[src/rtl/lbt_ram.sv]
// lbt_ram: generic single-write, single-read RAM with registered read data.
// Read during a write to the same address returns the old contents.
`default_nettype none

module lbt_ram #(
   parameter int unsigned WIDTH = 8,
   parameter int unsigned DEPTH = 16,
   localparam int unsigned AW   = (DEPTH > 1) ? $clog2(DEPTH) : 1
) (
   input  wire logic             clock,
   input  wire logic             wr_en,
   input  wire logic [AW-1:0]    wr_addr,
   input  wire logic [WIDTH-1:0] wr_data,
   input  wire logic             rd_en,
   input  wire logic [AW-1:0]    rd_addr,
   output logic      [WIDTH-1:0] rd_data
);

   logic [WIDTH-1:0] mem_ff [DEPTH];

   always_ff @(posedge clock) begin
      if (wr_en) begin
         mem_ff[wr_addr] <= wr_data;
      end
      if (rd_en) begin
         rd_data <= mem_ff[rd_addr];
      end
   end

endmodule

`default_nettype wire

[config.mk]
export PLATFORM = sky130hd
export DESIGN_NAME = lbt_ram
export DESIGN_NICKNAME = d
export VERILOG_FILES = /design/src/rtl/lbt_ram.sv
export SDC_FILE = /design/constraint.sdc
export NUM_CORES = 1
export LEC_CHECK = 0
export BUFFER_PORTS_ARGS = -buffer_cell sky130_fd_sc_hd__buf_2
export CORE_ASPECT_RATIO = 2
export CORE_MARGIN = 3
export CORE_UTILIZATION = 50
export DETAILED_ROUTE_END_ITERATION = 12
export GPL_TIMING_DRIVEN = 0
export PLACE_DENSITY = 0.74
export SYNTH_ARGS = -nofsm -noshare
export SYNTH_HDL_FRONTEND = slang
export SYNTH_SLANG_ARGS = --single-unit
[constraint.sdc]
create_clock -name clock -period 1.5 [get_ports clock]
set_input_delay 0.075 -clock clock [delete_from_list [all_inputs] [get_ports clock]]
set_output_delay 0.075 -clock clock [all_outputs]
set_load 0.1 [all_outputs]
Word-level counts from Yosys, hierarchy flattened. Memory sizes are Yosys's and may differ from the RTL's. A register that Yosys moved wholly into a read port is not among the register bits. Cells that the tools add are included.

Muxes and demuxes: 2.

Operators with widths (number): $mux 1 (2).

Register bits: 0. RAM bits: 128. Logic and storage cells: 3. Memories kept: 1.

Memories: mem_ff (words 16, width 8, rd ports 1, clocked after memory_dff 1, write ports 1, line 19) `logic [WIDTH-1:0] mem_ff [DEPTH];`.

Longest topological paths before layout. Gate-level depths: netlist (run 1).

Depth in word-level cells: 2. Gate-level depth with buffers: 5.

Worst setup path before layout (run 1). No wires, ideal clock.

Path kind: input-to-reg. Start: input wr_addr[2]. End: memory mem_ff[0][0] (enable). Library setup time: 383 ps. Data arrival time: 1185 ps. Data required time: 1117 ps. Slack: -68 ps. Stages on the path: 2. Path through: or3b_2 nor3_1.

RTL lines: start: declaration (line 12) `input wire logic [AW-1:0] wr_addr,`; end: declaration (line 19).

Straight into the memory's write port.

==> run metrics, run 1 <==
count of endpoints failing setup in the final report=0; die footprint=around 12000 sq um; number of synthesized flops with an enable pin=136; startpoint of the most critical register-to-register path=mem_ff[1][0]; Final Hold Viols=0; transition at the pin with the smallest max-transition slack=1.28 ns; synthesized area=5230 sq um; Area Overhead vs Synth=17.0%; Setup crit start=mem_ff[1][0]; number of cells produced by synthesis=229; Detailed Routing Iterations Pass 1=4; fraction of final layout cells with drive strength greater than 1=33.1%; cells traversed along the worst timing path=mux4_1 -> a22oi_1 -> nand2_1; crit path max-delay cell type=sky130_fd_sc_hd__mux4_1; part of the Yosys area used for sequential elements=78.1%; global-route wire length before repair=around 15000 microns; max incr delay on CP=0.51 ns; overall global routing resource usage=18.5%; Net Count, Synth=248; part of the cycle the worst path needs=97.6%; DP Cell Count=~390; cells taking the most area after synthesis=sky130_fd_sc_hd__edfxtp_1 (78%), sky130_fd_sc_hd__mux4_2 (7.8%), sky130_fd_sc_hd__mux4_1 (7.0%); Wirelength per Cell=23.4 microns; vertical die dimension=151 microns; worst slew margin relative to its limit=14.1%; highest attainable clock frequency=683 MHz; number of buffers created by CTS=17; later-pin clock latency in the skew report=approximately 0.41 ns; count of unique library cells instantiated by Yosys=18; cell chosen for the clock root=sky130_fd_sc_hd__clkbuf_16; number of storage elements in the synthesis netlist=136; launching element type of the critical path=register; highest fanout seen on the critical path=1; total number of placement rows=52; final worst-path setup slack=approximately 0.036 ns; Slew Viols, Final=0; max-capacitance violation count=0; result of the run=finished clean; IO Pins=27; largest net degree at the start of global routing=17; leakage power of the design=2.01 nW; routed vias=2389; Total Power Consumption=slightly below 0.009 W; final estimated routing congestion in global placement=0.853; proportion of synthesized flip-flops having asynchronous set or reset=0%; maximum number of buffers from clock root to sink=2; time the worst path needs with I/O delays and setup=1.46 ns; antenna violations before repair=0; antenna cell count=0; HPWL reported at the end of detailed placement=6680 microns; clock-pin slew on the worst setup and hold paths=approximately 0.060 ns; Post-Place Cell Area=5530 sq um; Worst Path Arrival=1.61 ns; Port Buffer Count=25; Synth Area per Inst=around 23 sq um; Synth top cells by count=sky130_fd_sc_hd__edfxtp_1 (136), sky130_fd_sc_hd__mux4_2 (18), sky130_fd_sc_hd__a22oi_1 (16); NumNets Final=293; final antenna-violating net count=0; worst min-delay path class=input pin to register; vias in the first global route=~2500; total length of routed wires=9860 microns; DRC violation count after routing=0; H-tree levels=4; post-route cell area=6120 sq um; initial core utilization=51.5%; leading area contributor after synthesis=sky130_fd_sc_hd__edfxtp_1; core box area=10100 sq um; Yosys top cell area share=78.1%; vias per inst=5.66; hold path startpoint=wr_data[6]; remaining global-route overflow=0; Pwr Density=between 1000 and 1500 nW/um^2; number of non-filler instances in the completed layout=422; Peak supply drop=1030 uV; number of warnings printed during yosys synthesis=0; final worst clock skew=0.00510 ns; Setup WS pre-CTS=-0.373 ns; path type of the worst setup path=register to register; Post-CTS Setup Repair Bufs=0; floorplan die width=78.3 microns; violation count after the first detailed-routing iteration=163; most frequently used cell type in the post-synthesis netlist=sky130_fd_sc_hd__edfxtp_1; crit path capture type=register; Register-to-Register Setup Slack=around 0.036 ns; dominant synthesized flop cell=sky130_fd_sc_hd__edfxtp_1; clock tree sinks=136; CTS tree=yes; CP required=1.65 ns
-- state kept, by name, summed over array words and instances, names as in the netlist --
register and cells:
rd_data 8, mem_ff 128
-- area by class of cell --
cell class,count,area (sq um)
Buffer,10,86.3
Clock buffer,17,425
Clock inverter,15,135
Fill cell,749,4030
Multi-Input combinational cell,83,1080
Sequential cell,136,4080
Tap cell,135,169
Timing Repair Buffer,26,135
-- per-stage QoR --
step,hold WS [ns],setup TNS [ns],util (%)
6_report,0.0691,0,60.3
3_5_place_dp,0.419,-16.78,54.5
4_1_cts,0.0497,0,60.2
5_1_grt,0.0611,-0.0181,60.3
3_3_place_gp,0.406,-14.54,54.5
2_1_floorplan,0.174,0,-
-- cells in the final DEF (no fill, tap or decap), drive strengths merged --
cell / count
a22oi: 16
and2: 1
and2b: 1
buf: 32
bufinv: 2
clkbuf: 17
clkdlybuf4s25: 3
clkinv: 8
clkinvlp: 4
dlygate4sd3: 1
edfxtp: 136
inv: 1
mux4: 32
nand2: 9
nand2b: 2
nand3: 1
nand3b: 2
nor2: 13
nor2b: 1
nor3: 4
or3b: 1
-- power breakdown --
group / switching, W / leakage (nW) / internal, W / total, W
clock: 0.00145 / 0.267 / 0.00241 / 0.00385
sequential: 0.0000196 / 1.24 / 0.00428 / 0.00430
combinational: 0.000372 / 0.511 / 0.000172 / 0.000544
total: 0.00184 / 2.01 / 0.00687 / 0.00870
-- kinds of logic after synthesis --
group / synth area share (%)
flops: 78.1
compound gates: 2.30
buf+inv: 1.65
mux: 14.8
simple gates: 3.14
-- routing by layer --
metal / vias up / track usage (%) / share of wire, %
met5: - / 0 / 0
met4: 0 / 9.02 / 2.6
met3: 17 / 4.07 / 4.6
met2: 80 / 32.5 / 57
met1: 1219 / 21.1 / 36
li1: 1073 / - / -
-- worst paths after layout --
path / endpoint / cells past startpoint
hold reg to reg: rd_data[2] / 3
setup reg to reg: rd_data[0] / 3
hold / removal: mem_ff[15][6] / 1
setup / recovery: rd_data[0] / 3
-- critical path: cells and delay by family, from the launching register on --
kind / cells / cell delay (ns)
multiplexers: 1 / 0.51
AND/OR/NAND/NOR: 1 / 0.10
AO/OA/AOI/OAI: 1 / 0.25
flip-flops: 1 / 0.35
-- repair_timing --
action                                 in CTS  in global routing
hold buffers                                1                  0
gates resized for setup                     4                  7
setup endpoints to repair                   5                  9
endpoints found under the hold margin       8                  0
Note: power is estimated with default switching activity, not from simulation.
==> inputs of run 2 (changes only) <==
==> config.mk (replaced) <==
export PLATFORM = sky130hd
export DESIGN_NAME = lbt_ram
export DESIGN_NICKNAME = d
export VERILOG_FILES = /design/src/rtl/lbt_ram.sv
export SDC_FILE = /design/constraint.sdc
export NUM_CORES = 1
export LEC_CHECK = 0
export CORE_ASPECT_RATIO = 2
export CORE_MARGIN = 3
export CORE_UTILIZATION = 50
export DETAILED_ROUTE_END_ITERATION = 12
export DONT_BUFFER_PORTS = 1
export GPL_TIMING_DRIVEN = 0
export PLACE_DENSITY = 0.72
export SYNTH_ARGS = -nofsm -noshare
export SYNTH_HDL_FRONTEND = slang
export SYNTH_SLANG_ARGS = --single-unit
==> run 2 against run 1 <==
Compared with the run above:
- utilization down 0.27 points
- die area unchanged
- setup slack worse by 0.013 ns
- non-clock buffer count down 13
==> run metrics, run 2 (synthesis results as in run 1) <==
Final Hold Viols=0; transition at the pin with the smallest max-transition slack=around 1.3 ns; highest fanout seen on the critical path=1; cell chosen for the clock root=sky130_fd_sc_hd__clkbuf_16; WP buf/inv=0; hold path startpoint=wr_addr[0]; CP required=1.64 ns; count of endpoints failing setup in the final report=0; vias per inst=5.83; top register by number of flip-flops=mem_ff; Register-to-Register Setup Slack=approximately 0.022 ns; Area Overhead vs Synth=16.5%; NumNets Final=280; vertical die dimension=~150 microns; Wirelength per Cell=24.3 microns; final antenna-violating net count=0; total length of routed wires=9900 microns; max incr delay on CP=0.50 ns; area taken by flip-flops and latches=around 4100 sq um; total number of placement rows=52; most common library cell in the layout ignoring fill and taps=sky130_fd_sc_hd__edfxtp_1; H-tree levels=4; DRC violation count after routing=0; Slew Viols, Final=0; launching element type of the critical path=register; Peak supply drop=1030 uV; leakage power of the design=1.94 nW; violation count after the first detailed-routing iteration=184; overall global routing resource usage=a little under a fifth; final worst clock skew=0.00787 ns; final estimated routing congestion in global placement=around 0.83; crit path max-delay cell type=sky130_fd_sc_hd__mux4_2; CTS tree=yes; later-pin clock latency in the skew report=0.41 ns; endpoint of the worst hold-timing path=mem_ff[12][5]; path type of the worst setup path=register to register; DP Cell Count=364; time the worst path needs with I/O delays and setup=1.48 ns; HPWL reported at the end of detailed placement=6530 microns; Reg-to-Reg End=rd_data[2]; Post-CTS Setup Repair Bufs=0; setup repair after global routing missed its margin=false; number of buffers created by CTS=17; count of filler cells inserted in the layout=749; die footprint=11800 sq um; core box area=10100 sq um; max-capacitance violation count=0; startpoint of the most critical register-to-register path=mem_ff[0][2]; clock tree sinks=136; clock-pin slew on the worst setup and hold paths=~0.06 ns; commonest non-fill, non-tap cells in the layout=sky130_fd_sc_hd__edfxtp_1 (136), sky130_fd_sc_hd__mux4_2 (26), sky130_fd_sc_hd__clkbuf_16 (17); Pwr Density=1430 nW/um^2; cells traversed along the worst timing path=mux4_2 -> a22oi_1 -> nand2_1; area of combinational cells with multiple inputs=1060 sq um; IO Pins=27; fraction of final layout cells with drive strength greater than 1=26.4%; Port Buffer Count=0; floorplan die width=78.3 microns; part of the cycle the worst path needs=98.5%; worst min-delay path class=input pin to register; remaining global-route overflow=0; largest net degree at the start of global routing=17; Cells on Worst Hold Path=1; crit path capture type=register; number of non-filler instances in the completed layout=408; worst slew margin relative to its limit=13.7%; biggest regs=mem_ff x128, rd_data x8; depth of the worst register-to-register path=3; result of the run=finished clean; global-route wire length before repair=roughly 15000 microns; Top Family by Delay on Critical Path=multiplexers; antenna violations before repair=0; highest attainable clock frequency=around 680 MHz; number of flip-flops in the largest register=128; vias in the first global route=~2500; maximum number of buffers from clock root to sink=2; Worst Path Arrival=~1.6 ns; antenna cell count=0; initial core utilization=51.5%; routed vias=2377; final sum of negative setup slack=0 ns; Detailed Routing Iterations Pass 1=4
## run 2: cell count changes in the layout (fill, tap and decap cells not counted), sizes merged
cell         before  now
clkinvlp          4    5
inv               1    0
clkbuf           17   19
buf              32    7
dlygate4sd3       1   13
clkinv            8    5
## run 2: area by class of cell
class | count | share of cell area [%]
Sequential cell | 136 | 67.1
Multi-Input combinational cell | 83 | 17.4
Clock buffer | 19 | 7.11
Tap cell | 135 | 2.77
Clock inverter | 12 | 2.14
Timing Repair Buffer | 13 | 2.14
Buffer | 10 | 1.42
## run 2: what timing repair did
action                                 CTS  global route
hold buffers                            11             2
pin swaps                                0             2
gates resized for setup                  7             5
setup endpoints to repair                4             5
endpoints found under the hold margin  144             8
## run 2: how the worst max path moves through the flow
stage	to	slack (ns)	depth (start not counted)	start
2_1_floorplan	rd_data[1]	0.14	5	rd_addr[0]
3_3_place_gp	mem_ff[8][1]	-0.32	2	wr_addr[2]
3_5_place_dp	mem_ff[8][2]	-0.32	2	wr_addr[2]
4_1_cts	rd_data[5]	0.02	3	mem_ff[3][5]
5_1_grt	rd_data[0]	0.007	3	mem_ff[3][0]
6_report	rd_data[2]	0.02	3	mem_ff[0][2]
## run 2: power by group
| part | internal, W | leakage [nW] | switching (W) |
|---|---|---|---|
| Clock | 0.00242 | 0.261 | 0.00146 |
| Sequential | 0.00429 | 1.24 | 0.000157 |
| Combinational | 0.000167 | 0.443 | 0.000219 |
## run 2: worst register-to-register path: stages, from the launching register on
cell	delay, ns
sky130_fd_sc_hd__edfxtp_1	0.37
sky130_fd_sc_hd__mux4_2	0.50
sky130_fd_sc_hd__a22oi_1	0.23
sky130_fd_sc_hd__nand2_1	0.11
## run 2: layer usage
| metal | up-vias | global-route usage, % | share of wire, % |
|---|---|---|---|
| li1 | 1039 | - | - |
| met3 | 22 | 5.69 | 4.1 |
| met2 | 79 | 31.7 | 55 |
| met5 | - | 0 | 0 |
| met1 | 1237 | 21.3 | 37 |
| met4 | 0 | 9.81 | 3.6 |
## run 2: through the flow
step	utilization [%]	setup WS [ns]	hold WS (ns)	total power [W]	cell area, sq um
4_1_cts	59.8	0.0198	0.0363	0.00877	6070
6_report	60.0	0.0223	0.0448	0.00872	6090
3_3_place_gp	53.2	-0.315	0.175	0.00481	5400
3_5_place_dp	53.2	-0.319	0.175	0.00482	5400
5_1_grt	60.0	0.00675	0.0376	0.00901	6090
2_1_floorplan	-	0.143	0.174	0.00473	5230
